==> config.mk <==
export PLATFORM = sky130hd
export DESIGN_NAME = rrep_back
export DESIGN_NICKNAME = d
export VERILOG_FILES = /design/src/design/rrep_pkg.sv /design/src/design/rrep_back.sv
export SDC_FILE = /design/constraint.sdc
export NUM_CORES = 1
export LEC_CHECK = 0
export BUFFER_PORTS_ARGS = -buffer_cell sky130_fd_sc_hd__buf_4
export CAP_MARGIN = 15
export CORE_ASPECT_RATIO = 0.5
export CORE_MARGIN = 2
export CORE_UTILIZATION = 50
export CTS_CLUSTER_DIAMETER = 80
export DETAILED_ROUTE_END_ITERATION = 8
export PLACE_DENSITY_LB_ADDON = 0.25
export SLEW_MARGIN = 20
export SYNTH_ARGS = -nofsm -noshare
export SYNTH_HDL_FRONTEND = slang
export SYNTH_SLANG_ARGS = --single-unit
==> constraint.sdc <==
create_clock -name clk -period 14.65 [get_ports clk]
set_input_delay 1.465 -clock clk [delete_from_list [all_inputs] [get_ports clk]]
set_output_delay 1.465 -clock clk [all_outputs]
set_load 0.01 [all_outputs]
==> src/design/rrep_pkg.sv <==
package rrep_pkg;

    // Field widths of the stream and register payloads.
    localparam int COORD_W = 24;
    localparam int DIR_W   = 16;
    localparam int HALF_W  = 23;

    // Internal arithmetic widths.
    localparam int DIFF_W = COORD_W + 1;          // face coordinate minus start
    localparam int PROD_W = DIFF_W + DIR_W;       // direction times difference
    localparam int NUM_W  = PROD_W - 1;           // rounded dividend magnitude
    localparam int DEN_W  = DIR_W;                // divisor magnitude
    localparam int REM_W  = DEN_W + 1;            // trial remainder
    localparam int SUM_W  = NUM_W + 2;            // signed quotient plus base

    // Pipeline shape.
    localparam int LANES          = 2;            // lane 0: side face, lane 1: top or bottom
    localparam int FRONT_STAGES   = 3;
    localparam int BITS_PER_STAGE = 4;
    localparam int DIV_STAGES     = NUM_W / BITS_PER_STAGE;
    localparam int BACK_STAGES    = 2;
    localparam int PIPE_STAGES    = FRONT_STAGES + DIV_STAGES + BACK_STAGES;

    // Configuration port.
    localparam int ADDR_W = 3;
    localparam int DATA_W = 32;
    localparam logic REG_HALF_WIDTH  = 1'b0;
    localparam logic REG_HALF_HEIGHT = 1'b1;

    // Crossed face codes.
    typedef enum logic [1:0] {
        FACE_RIGHT  = 2'd0,
        FACE_LEFT   = 2'd1,
        FACE_TOP    = 2'd2,
        FACE_BOTTOM = 2'd3
    } face_t;

    // Values that travel alongside the two divisions.
    typedef struct packed {
        logic signed [COORD_W-1:0] sx;
        logic signed [COORD_W-1:0] sy;
        logic                      dx_neg;
        logic                      dy_neg;
        logic [LANES-1:0]          q_neg;
    } side_t;

endpackage

==> src/design/rrep_back.sv <==
// Back end: signed sums, side hit test, face choice and saturation.
module rrep_back (
    input  logic                                            clk,
    input  logic [rrep_pkg::BACK_STAGES-1:0]                en,
    input  logic [rrep_pkg::LANES-1:0][rrep_pkg::NUM_W-1:0] quot,
    input  rrep_pkg::side_t                                 side,
    input  logic [rrep_pkg::HALF_W-1:0]                     half_width,
    input  logic [rrep_pkg::HALF_W-1:0]                     half_height,
    output logic signed [rrep_pkg::COORD_W-1:0]             hit_x,
    output logic signed [rrep_pkg::COORD_W-1:0]             hit_y,
    output rrep_pkg::face_t                                 face,
    output logic                                            saturated
);

    localparam int EXT_W = rrep_pkg::SUM_W - rrep_pkg::COORD_W;
    localparam int PAD_W = rrep_pkg::SUM_W - rrep_pkg::HALF_W;

    logic signed [rrep_pkg::SUM_W-1:0]   sq0, sq1, hy_sum, hx_sum, hh_ext;
    logic                                side_ok_reg, dxn_reg, dyn_reg;
    logic signed [rrep_pkg::COORD_W-1:0] hy_reg;
    logic signed [rrep_pkg::SUM_W-1:0]   hx_reg;

    logic signed [rrep_pkg::COORD_W-1:0] hit_x_reg, hit_y_reg;
    rrep_pkg::face_t                     face_reg;
    logic                                sat_reg;

    logic [EXT_W:0]                      hx_top;
    logic                                hx_fits;

    // Apply the quotient signs and add the start coordinates.
    always_comb
    begin
        sq0 = side.q_neg[0] ? (rrep_pkg::SUM_W'(0) - {2'b00, quot[0]}) : {2'b00, quot[0]};
        sq1 = side.q_neg[1] ? (rrep_pkg::SUM_W'(0) - {2'b00, quot[1]}) : {2'b00, quot[1]};
        hy_sum = {{EXT_W{side.sy[rrep_pkg::COORD_W-1]}}, side.sy} + sq0;
        hx_sum = {{EXT_W{side.sx[rrep_pkg::COORD_W-1]}}, side.sx} + sq1;
        hh_ext = {{PAD_W{1'b0}}, half_height};
    end

    // The upper bits of the top or bottom hit must all match for it to fit.
    always_comb
    begin
        hx_top  = hx_reg[rrep_pkg::SUM_W-1:rrep_pkg::COORD_W-1];
        hx_fits = (&hx_top) || (~|hx_top);
    end

    always_ff @(posedge clk)
    begin
        if (en[0])
        begin
            side_ok_reg <= (hy_sum <= hh_ext) && (hy_sum >= -hh_ext);
            hy_reg      <= hy_sum[rrep_pkg::COORD_W-1:0];
            hx_reg      <= hx_sum;
            dxn_reg     <= side.dx_neg;
            dyn_reg     <= side.dy_neg;
        end
        if (en[1])
        begin
            if (side_ok_reg)
            begin
                hit_x_reg <= dxn_reg ? (rrep_pkg::COORD_W'(0) - {1'b0, half_width})
                                     : {1'b0, half_width};
                hit_y_reg <= hy_reg;
                face_reg  <= dxn_reg ? rrep_pkg::FACE_LEFT : rrep_pkg::FACE_RIGHT;
                sat_reg   <= 1'b0;
            end
            else
            begin
                hit_y_reg <= dyn_reg ? (rrep_pkg::COORD_W'(0) - {1'b0, half_height})
                                     : {1'b0, half_height};
                face_reg  <= dyn_reg ? rrep_pkg::FACE_BOTTOM : rrep_pkg::FACE_TOP;
                sat_reg   <= !hx_fits;
                if (hx_fits)
                begin
                    hit_x_reg <= hx_reg[rrep_pkg::COORD_W-1:0];
                end
                else
                begin
                    hit_x_reg <= {hx_reg[rrep_pkg::SUM_W-1],
                                  {(rrep_pkg::COORD_W-1){!hx_reg[rrep_pkg::SUM_W-1]}}};
                end
            end
        end
    end

    assign hit_x     = hit_x_reg;
    assign hit_y     = hit_y_reg;
    assign face      = face_reg;
    assign saturated = sat_reg;

endmodule

==> reports/results.ini <==
[setup_path]
cp_max_fo=10
critPathSlowestCell=or4_4
path_class=in2reg
startpoint_type=primary input
cpPeakStageDelay_ns=0.54
arrival_ns=8.01
cp.required_ns=14.80
endpoint_kind=flip-flop

[layout]
drive_gt1_share_pct=16.48
area_growth_pct=20.20
final_cell_mix=buf_4 (235), xnor2_1 (165), ha_1 (150)
largest_register_ffs=42
num_antenna_cells=0
utilization_pct=60.58
final_nets=2063
layout_commonest_cell=buf_4

[yosys]
syn-instance-count=1526
synth.distinct_cells=71
ys_seq_elements=120
postSynthAreaPerCell_um2=8.661
synthArstFlopShare_pct=0
synth_nets=1859
syn-cell-area_um2=13220
yosysWarnings=0
synth_edf_count=120
synth-seq-area-share_pct=27.26
synth_flop_cell=edfxtp_1

[run]
cap_violations=0

[grt]
grt_pass1_wl_um=58830
grtUsageTotal_pct=26.16
antenna_found_initial=0
grt_max_degree=99
overflow=0
grt_pass1_vias=11710

[timing]
fin_skew_ns=0.006489
slew_headroom_pct=37.85
max_slew.worst_pin.slew_ns=0.9322
fmax_mhz=127.3
fin_setup_tns_ns=0
layout_worst_path_cycle_share_pct=53.63
hold_violations=0
period_minus_slack_ns=7.856
rsz0062_at_grt=false
final_max_slew_viol_count=0
setup_viol_count_final=0

[clock_network]
clk_path_buf_depth=2
post_cts_buffers=0
clk_latency_ns=0.42
cts_sinks=120
cts_htree_levels=4
tritoncts=yes
cts_buffers=17
cts_hold_buf=0
clkSlewWorstSetupHoldPaths_ns=0.06
cts-root-buf=clkbuf_16
cts.repair.resized=0

[detailed_routing]
routedWlPerCell_um=17.60
wirelength_um=36860
vias=12490
viasPerCell=5.965
drcViolationCount=0
first_iter_violations=904
ant_nets=0
dr.pass1.iters=5

[floorplanning]
dieHeight_um=119.0
io_pins=232
fp.dieArea_um2=27830
num_rows=42
start_util_pct=50.40
core_um2=26220
die_w_um=233.9

[pwr]
ir_drop_v=0.00005560
leakage_uw=0.006500
power.density_nw_per_um2=104.0

[outcome]
status=completed

[placement]
gp_congestion=0.9109
dp_hpwl_um=29420
numPortBuffers=231

[worst_hold_path]
hp-class=reg2reg

-- synth_stat cells (all sizes together), types with 14 or more instances --
cell type	number	area, µm²
o41ai	15	138.9
xnor2	165	1445
nor4	20	125.1
a21oi	120	600.6
xor2	37	324.1
nor2b	15	93.84
o21a	14	105.1
o21ai	119	603.1
ha	150	1877
nand3	31	155.2
nor2	61	229.0
o31ai	30	225.2
or4	16	131.4
nor3	39	200.2
edfxtp	120	3603
nand2	139	521.8
or3	22	152.6
clkbuf	49	183.9
a211oi	46	345.3
a21o	33	247.7
inv	69	259.0
o211ai	19	142.6
o21bai	14	105.1
nand2b	30	195.2
nand4	34	212.7
-- layer usage --
layer | global-route usage [%] | vias to the layer above | part of all wire [%]
met5 | 0 | - | 0
li1 | - | 6180 | -
met2 | 43.60 | 405 | 47
met4 | 7.516 | 0 | 2.1
met3 | 3.113 | 52 | 5.2
met1 | 35.73 | 5853 | 46
-- through the flow --
step / hold WS, ns / power, µW / std cells / instance area (µm²) / setup WS (ns)
floorplan: 0.5000 / 951.1 / 1526 / 13220 / 7.100
global placement: 0.5080 / 1169 / 2063 / 15240 / 6.597
detailed placement: 0.5173 / 1187 / 2063 / 15240 / 6.475
CTS: 0.5317 / 1652 / 2094 / 15890 / 6.883
global route: 0.5614 / 1752 / 2094 / 15890 / 6.429
finish: 0.5282 / 1652 / 2094 / 15890 / 6.794
-- cell families after synthesis --
family,synth area share (%)
compound gates,23.41
xor+xnor,13.39
fa+ha+maj,14.50
buf+inv,3.380
flops,27.27
mux,0.3124
simple gates,17.74
-- area by class of cell --
class | instances | area, µm²
clock buffer | 17 | 425.4
clock inverter | 14 | 220.2
fill | 2240 | 10340
inverter | 69 | 259.0
multi-input combinational | 1287 | 9174
sequential | 120 | 3603
tap | 352 | 440.4
timing repair buffer | 235 | 1764
-- power breakdown --
part | internal (µW) | switching, µW
clock | 302 | 157
combinational | 294 | 409
sequential | 466 | 23.7
total | 1060 | 590
-- worst paths after layout --
check / start / end / slack [ns] / cells past startpoint
setup reg to reg: hx_reg[41] / hit_x[2] / 12.19 / 8
hold reg to reg: hy_reg[0] / hit_y[0] / 0.53 / 2
hold / removal: hy_reg[0] / hit_y[0] / 0.53 / 2
setup / recovery: quot[1] / side_ok_reg / 6.79 / 27
-- worst max-delay path, delay by kind of cell --
family | cells | cell delay (ns)
buf+inv | 1 | 0.11
xor+xnor | 1 | 0.13
simple gates | 9 | 2.78
compound gates | 14 | 2.83
fa+ha+maj | 2 | 0.69
No activity file was read; power rests on OpenSTA's default activity.
