[src/design/rrep_pkg.sv]
package rrep_pkg;

    // Field widths of the stream and register payloads.
    localparam int COORD_W = 24;
    localparam int DIR_W   = 16;
    localparam int HALF_W  = 23;

    // Internal arithmetic widths.
    localparam int DIFF_W = COORD_W + 1;          // face coordinate minus start
    localparam int PROD_W = DIFF_W + DIR_W;       // direction times difference
    localparam int NUM_W  = PROD_W - 1;           // rounded dividend magnitude
    localparam int DEN_W  = DIR_W;                // divisor magnitude
    localparam int REM_W  = DEN_W + 1;            // trial remainder
    localparam int SUM_W  = NUM_W + 2;            // signed quotient plus base

    // Pipeline shape.
    localparam int LANES          = 2;            // lane 0: side face, lane 1: top or bottom
    localparam int FRONT_STAGES   = 3;
    localparam int BITS_PER_STAGE = 4;
    localparam int DIV_STAGES     = NUM_W / BITS_PER_STAGE;
    localparam int BACK_STAGES    = 2;
    localparam int PIPE_STAGES    = FRONT_STAGES + DIV_STAGES + BACK_STAGES;

    // Configuration port.
    localparam int ADDR_W = 3;
    localparam int DATA_W = 32;
    localparam logic REG_HALF_WIDTH  = 1'b0;
    localparam logic REG_HALF_HEIGHT = 1'b1;

    // Crossed face codes.
    typedef enum logic [1:0] {
        FACE_RIGHT  = 2'd0,
        FACE_LEFT   = 2'd1,
        FACE_TOP    = 2'd2,
        FACE_BOTTOM = 2'd3
    } face_t;

    // Values that travel alongside the two divisions.
    typedef struct packed {
        logic signed [COORD_W-1:0] sx;
        logic signed [COORD_W-1:0] sy;
        logic                      dx_neg;
        logic                      dy_neg;
        logic [LANES-1:0]          q_neg;
    } side_t;

endpackage

[src/design/rrep_front.sv]
// Front end: direction clean-up, face differences, products and rounded
// dividend magnitudes, three register stages.
module rrep_front (
    input  logic                                           clk,
    input  logic [rrep_pkg::FRONT_STAGES-1:0]              en,
    input  logic signed [rrep_pkg::COORD_W-1:0]            start_x,
    input  logic signed [rrep_pkg::COORD_W-1:0]            start_y,
    input  logic signed [rrep_pkg::DIR_W-1:0]              dir_x,
    input  logic signed [rrep_pkg::DIR_W-1:0]              dir_y,
    input  logic [rrep_pkg::HALF_W-1:0]                    half_width,
    input  logic [rrep_pkg::HALF_W-1:0]                    half_height,
    output logic [rrep_pkg::LANES-1:0][rrep_pkg::NUM_W-1:0] num,
    output logic [rrep_pkg::LANES-1:0][rrep_pkg::DEN_W-1:0] den,
    output rrep_pkg::side_t                                side
);

    // Stage 0 registers.
    logic signed [rrep_pkg::COORD_W-1:0] sx0_reg, sy0_reg;
    logic signed [rrep_pkg::DIR_W-1:0]   dxs0_reg, dys0_reg;
    logic [rrep_pkg::DEN_W-1:0]          adx0_reg, ady0_reg;
    logic                                dxn0_reg, dyn0_reg;
    logic signed [rrep_pkg::DIFF_W-1:0]  diffx0_reg, diffy0_reg;

    // Stage 1 registers.
    logic signed [rrep_pkg::COORD_W-1:0] sx1_reg, sy1_reg;
    logic [rrep_pkg::DEN_W-1:0]          adx1_reg, ady1_reg;
    logic                                dxn1_reg, dyn1_reg;
    logic signed [rrep_pkg::PROD_W-1:0]  p1_reg, p2_reg;

    // Stage 2 registers.
    logic [rrep_pkg::LANES-1:0][rrep_pkg::NUM_W-1:0] num_reg;
    logic [rrep_pkg::LANES-1:0][rrep_pkg::DEN_W-1:0] den_reg;
    rrep_pkg::side_t                                 side_reg;

    logic signed [rrep_pkg::DIR_W-1:0]   dxs0_next, dys0_next;
    logic [rrep_pkg::DEN_W-1:0]          adx0_next, ady0_next;
    logic signed [rrep_pkg::COORD_W-1:0] fx, fy;
    logic signed [rrep_pkg::DIFF_W-1:0]  diffx0_next, diffy0_next;
    logic signed [rrep_pkg::PROD_W-1:0]  p1_next, p2_next;
    logic [rrep_pkg::PROD_W-1:0]         ap1, ap2;

    // A zero component becomes the smallest positive step; the face is picked by sign.
    always_comb
    begin
        dxs0_next = (dir_x == '0) ? rrep_pkg::DIR_W'(1) : dir_x;
        dys0_next = (dir_y == '0) ? rrep_pkg::DIR_W'(1) : dir_y;
        adx0_next = dir_x[rrep_pkg::DIR_W-1] ? (~dir_x + rrep_pkg::DEN_W'(1)) : dxs0_next;
        ady0_next = dir_y[rrep_pkg::DIR_W-1] ? (~dir_y + rrep_pkg::DEN_W'(1)) : dys0_next;
        fx = dir_x[rrep_pkg::DIR_W-1] ? (rrep_pkg::COORD_W'(0) - {1'b0, half_width})
                                      : {1'b0, half_width};
        fy = dir_y[rrep_pkg::DIR_W-1] ? (rrep_pkg::COORD_W'(0) - {1'b0, half_height})
                                      : {1'b0, half_height};
        diffx0_next = {fx[rrep_pkg::COORD_W-1], fx} - {start_x[rrep_pkg::COORD_W-1], start_x};
        diffy0_next = {fy[rrep_pkg::COORD_W-1], fy} - {start_y[rrep_pkg::COORD_W-1], start_y};
    end

    // Products of the cross direction with the face distances.
    always_comb
    begin
        p1_next = rrep_pkg::PROD_W'(dys0_reg) * rrep_pkg::PROD_W'(diffx0_reg);
        p2_next = rrep_pkg::PROD_W'(dxs0_reg) * rrep_pkg::PROD_W'(diffy0_reg);
        ap1 = p1_reg[rrep_pkg::PROD_W-1] ? (rrep_pkg::PROD_W'(0) - p1_reg) : p1_reg;
        ap2 = p2_reg[rrep_pkg::PROD_W-1] ? (rrep_pkg::PROD_W'(0) - p2_reg) : p2_reg;
    end

    always_ff @(posedge clk)
    begin
        if (en[0])
        begin
            sx0_reg    <= start_x;
            sy0_reg    <= start_y;
            dxs0_reg   <= dxs0_next;
            dys0_reg   <= dys0_next;
            adx0_reg   <= adx0_next;
            ady0_reg   <= ady0_next;
            dxn0_reg   <= dir_x[rrep_pkg::DIR_W-1];
            dyn0_reg   <= dir_y[rrep_pkg::DIR_W-1];
            diffx0_reg <= diffx0_next;
            diffy0_reg <= diffy0_next;
        end
        if (en[1])
        begin
            sx1_reg  <= sx0_reg;
            sy1_reg  <= sy0_reg;
            adx1_reg <= adx0_reg;
            ady1_reg <= ady0_reg;
            dxn1_reg <= dxn0_reg;
            dyn1_reg <= dyn0_reg;
            p1_reg   <= p1_next;
            p2_reg   <= p2_next;
        end
        // Half the divisor is added so that truncating division rounds to nearest.
        if (en[2])
        begin
            num_reg[0] <= ap1[rrep_pkg::NUM_W-1:0] + rrep_pkg::NUM_W'(adx1_reg >> 1);
            num_reg[1] <= ap2[rrep_pkg::NUM_W-1:0] + rrep_pkg::NUM_W'(ady1_reg >> 1);
            den_reg[0] <= adx1_reg;
            den_reg[1] <= ady1_reg;
            side_reg.sx       <= sx1_reg;
            side_reg.sy       <= sy1_reg;
            side_reg.dx_neg   <= dxn1_reg;
            side_reg.dy_neg   <= dyn1_reg;
            side_reg.q_neg[0] <= p1_reg[rrep_pkg::PROD_W-1] ^ dxn1_reg;
            side_reg.q_neg[1] <= p2_reg[rrep_pkg::PROD_W-1] ^ dyn1_reg;
        end
    end

    assign num  = num_reg;
    assign den  = den_reg;
    assign side = side_reg;

endmodule

[config.mk]
export PLATFORM = sky130hd
export DESIGN_NAME = rrep_front
export DESIGN_NICKNAME = d
export VERILOG_FILES = /design/src/design/rrep_pkg.sv /design/src/design/rrep_front.sv
export SDC_FILE = /design/constraint.sdc
export NUM_CORES = 2
export LEC_CHECK = 0
export BUFFER_PORTS_ARGS = -buffer_cell sky130_fd_sc_hd__buf_4
export CORE_MARGIN = 2
export CORE_UTILIZATION = 60
export DETAILED_ROUTE_END_ITERATION = 7
export PLACE_DENSITY = 0.84
export SLEW_MARGIN = 20
export SYNTH_ARGS = -nofsm -noshare
export SYNTH_HDL_FRONTEND = slang
export SYNTH_SLANG_ARGS = --single-unit
[constraint.sdc]
create_clock -name clk -period 7.62 [get_ports clk]
set_input_delay 0.381 -clock clk [delete_from_list [all_inputs] [get_ports clk]]
set_output_delay 0.381 -clock clk [all_outputs]
set_load 0.03 [all_outputs]
==> impl_metrics.csv <==
group,metric,value,unit
drt,drtPass1Iterations,8,
sta,fin_crit_sh,0.9546,
place,hpwlAfterDp,100800,microns
sta,maxSlewViolCount,0,
sta,skew,0.03170,ns
synth,async_flop_share,0,
sta,maxSlewHeadroom,0.2590,
sta,tightest_slew,1.112,ns
setup_path,critPathSlowestCell,"edfxtp_1",
drt,viasPerCell,5.687,
synth,synth_compound_area_frac,0.06690,
synth,yosys.area_share.simple,0.1325,
synth,synth_seq_cells,492,
setup_path,worstSetupPathType,"reg -> reg",
clock_network,path_clk_slew,0.06,ns
sta,max_freq,137.5,MHz
sta,final_hold_viol_count,0,
cells_and_area,final_nets,6489,
setup_path,cp.required,8.01,ns
sta,fin_tns_setup,0,ns
floorplanning,fp.dieW,298.0,microns
clock_network,numClockSinks,492,
setup_path,cp_num_cells,20,
setup_path,crit_path_end_kind,"register",
worst_hold_path,min_path_type,"in -> reg",
drt,wl_per_cell,19.79,microns
synth,synth_top_family_by_area,"adder cells",
setup_path,cp.buffers_inverters,3,
drt,vias,36893,
global_routing,grt_pass1_wl,207400,microns
synth,synth_edf_count,492,
synth,synth.distinct_cells,78,
clock_network,cts_tree,"yes",
synth,synth_mux_area_frac,0.0003861,
synth,syn_area_per_cell,10.33,sq um
clock_network,numCtsBuffers,53,
synth,yosys_warnings,0,
run_status,outcome,"finished clean",
floorplanning,start_util,0.6070,
clock_network,cts_root_buf,"clkbuf_16",
setup_path,path_cells,"nand2_1, fa_1, fa_1, fa_1, inv_1, fa_1, fa_1, inv_1, fa_1, inv_1, ha_1, a21oi_1, o21ai_0, a221oi_1, o21ai_0, o31ai_1, o211ai_1, a21o_1, a21oi_1, xnor2_1",
clock_network,ctsResizeCount,0,
cells_and_area,fillers,6280,
synth,synth_nets,6215,
setup_path,cp-start-kind,"register",
cells_and_area,layout_common_cells,"1010 x inv_1, 780 x fa_1, 554 x nand2_1",
place,place_congestion,0.9299,
synth,ys.flop_type,"edfxtp_1",
synth,ys_seq_area_frac,0.2850,
clock_network,htree_levels,2,
clock_network,clock_latency,0.65,ns
drt,ant_nets,0,
sta,post-route-min-period,7.274,ns
sta,setup_ws,0.3456,ns
synth,synth_area,51850,sq um
setup_path,reg2reg_depth,20,
place,io_buffers,293,
floorplanning,die_area,88780,sq um
global_routing,antenna_found_initial,10,
cells_and_area,instances_no_fill,6487,
cells_and_area,final_common_cell,"inv_1",
cells_and_area,largest_reg_flops,80,
worst_hold_path,min_path_cells,1,
setup_path,cp_slowest_stage_delay,1.08,ns
floorplanning,num_rows,107,
place,pre_cts_ws,0.5204,ns
floorplanning,num_io_pins,294,
floorplanning,coreArea,85410,sq um
clock_network,postCtsSetupRepairBufs,0,
global_routing,grt_pass1_vias,38975,
synth,synthCells,5021,
floorplanning,die_y,298.0,microns
setup_path,crit_family,"adder cells",
global_routing,grt_max_degree,68,
drt,routed_wl,128400,microns
global_routing,track_usage,0.2964,
flow_run,cap_viol_max_count,0,
setup_path,cp.arrival,7.66,ns
place,placed_cells,6320,
synth,synth_xor_area_frac,0.05811,
clock_network,holdBufCountCts,64,
drt,drtIter0Drc,3272,
sta,setup_viol,0,
setup_path,crit_top_cell,"fa_1",
setup_path,crit_fanout,25,
drt,drc_errors,0,
global_routing,gr-total-overflow,0,
cells_and_area,area_growth_syn_to_layout,11.33,%
synth,yosys.area_share.adder,0.3697,
sta,rsz0062_at_grt,"false",
clock_network,clockBufferDepth,3,
cells_and_area,layout-drive-gt1-share,0.08709,
-- metal layers --
| metal | wire length [microns] | global-route usage | vias to the layer above |
|---|---|---|---|
| met5 | 60 | 0 | - |
| met3 | 14150 | 0.08058 | 315 |
| met1 | 49780 | 0.3932 | 18240 |
| met4 | 4327 | 0.09512 | 8 |
| met2 | 60070 | 0.4766 | 1866 |
| li1 | - | - | 16464 |
-- cell type report --
cell class | count | area, sq um | area share
Inverter | 1012 | 3799 | 0.06581
Clock inverter | 41 | 536.8 | 0.009300
Clock buffer | 58 | 1366 | 0.02367
Multi-Input combinational cell | 3324 | 32540 | 0.5637
Antenna cell | 4 | 10.01 | 0.0001734
Timing Repair Buffer | 412 | 3264 | 0.05656
Sequential cell | 492 | 14770 | 0.2560
Tap cell | 1144 | 1431 | 0.02480
-- synthesized netlist by cell type, types with 14 or more instances --
cell type,instances,area share
xor2_1,85,0.014
nor3_1,71,0.0069
xnor2_1,259,0.044
nand2_1,554,0.040
a21o_1,50,0.0072
o41ai_1,23,0.0039
nor2b_1,18,0.0022
fa_1,780,0.30
and3_1,14,0.0017
nand2b_1,49,0.0059
a21oi_1,123,0.012
ha_1,284,0.069
or3_1,31,0.0037
nor4_1,23,0.0028
o31ai_1,57,0.0083
o21bai_1,19,0.0028
nor2_1,155,0.011
a211oi_1,21,0.0030
a31oi_1,18,0.0022
edfxtp_1,492,0.28
nand3_1,42,0.0041
inv_1,1010,0.073
o21ai_0,129,0.012
clkbuf_1,188,0.014
or4_1,20,0.0029
nand4_1,20,0.0024
and2_1,335,0.040
-- per-stage QoR --
| stage | hold WS [ns] | utilization | cell area [sq um] |
|---|---|---|---|
| after global placement | 0.4008 | 0.6459 | 55170 |
| after detailed placement | 0.4045 | 0.6459 | 55170 |
| after CTS | 0.0008923 | 0.6756 | 57710 |
| final | 0.03318 | 0.6758 | 57720 |
| after global routing | 0.001943 | 0.6757 | 57720 |
| after floorplan | 0.4003 | - | 51850 |
-- kinds of logic after synthesis --
family	Yosys count
AND/OR/NAND/NOR	1381
AO/OA/AOI/OAI	533
adder cells (fa/ha/maj)	1064
XOR/XNOR	344
multiplexers	2
buffers and inverters	1205
flip-flops	492
-- final timing paths --
path               start          end  slack (ns)
max          dxs0_reg[2]   p2_reg[39]        0.35
min             dir_x[9]  dxs0_reg[9]        0.03
max reg2reg  dxs0_reg[2]   p2_reg[39]        0.35
min reg2reg  sx0_reg[10]  sx1_reg[10]        0.42
Power is not shown: default switching activity piles up to over one toggle a cycle in this logic, so the estimate is an artifact.
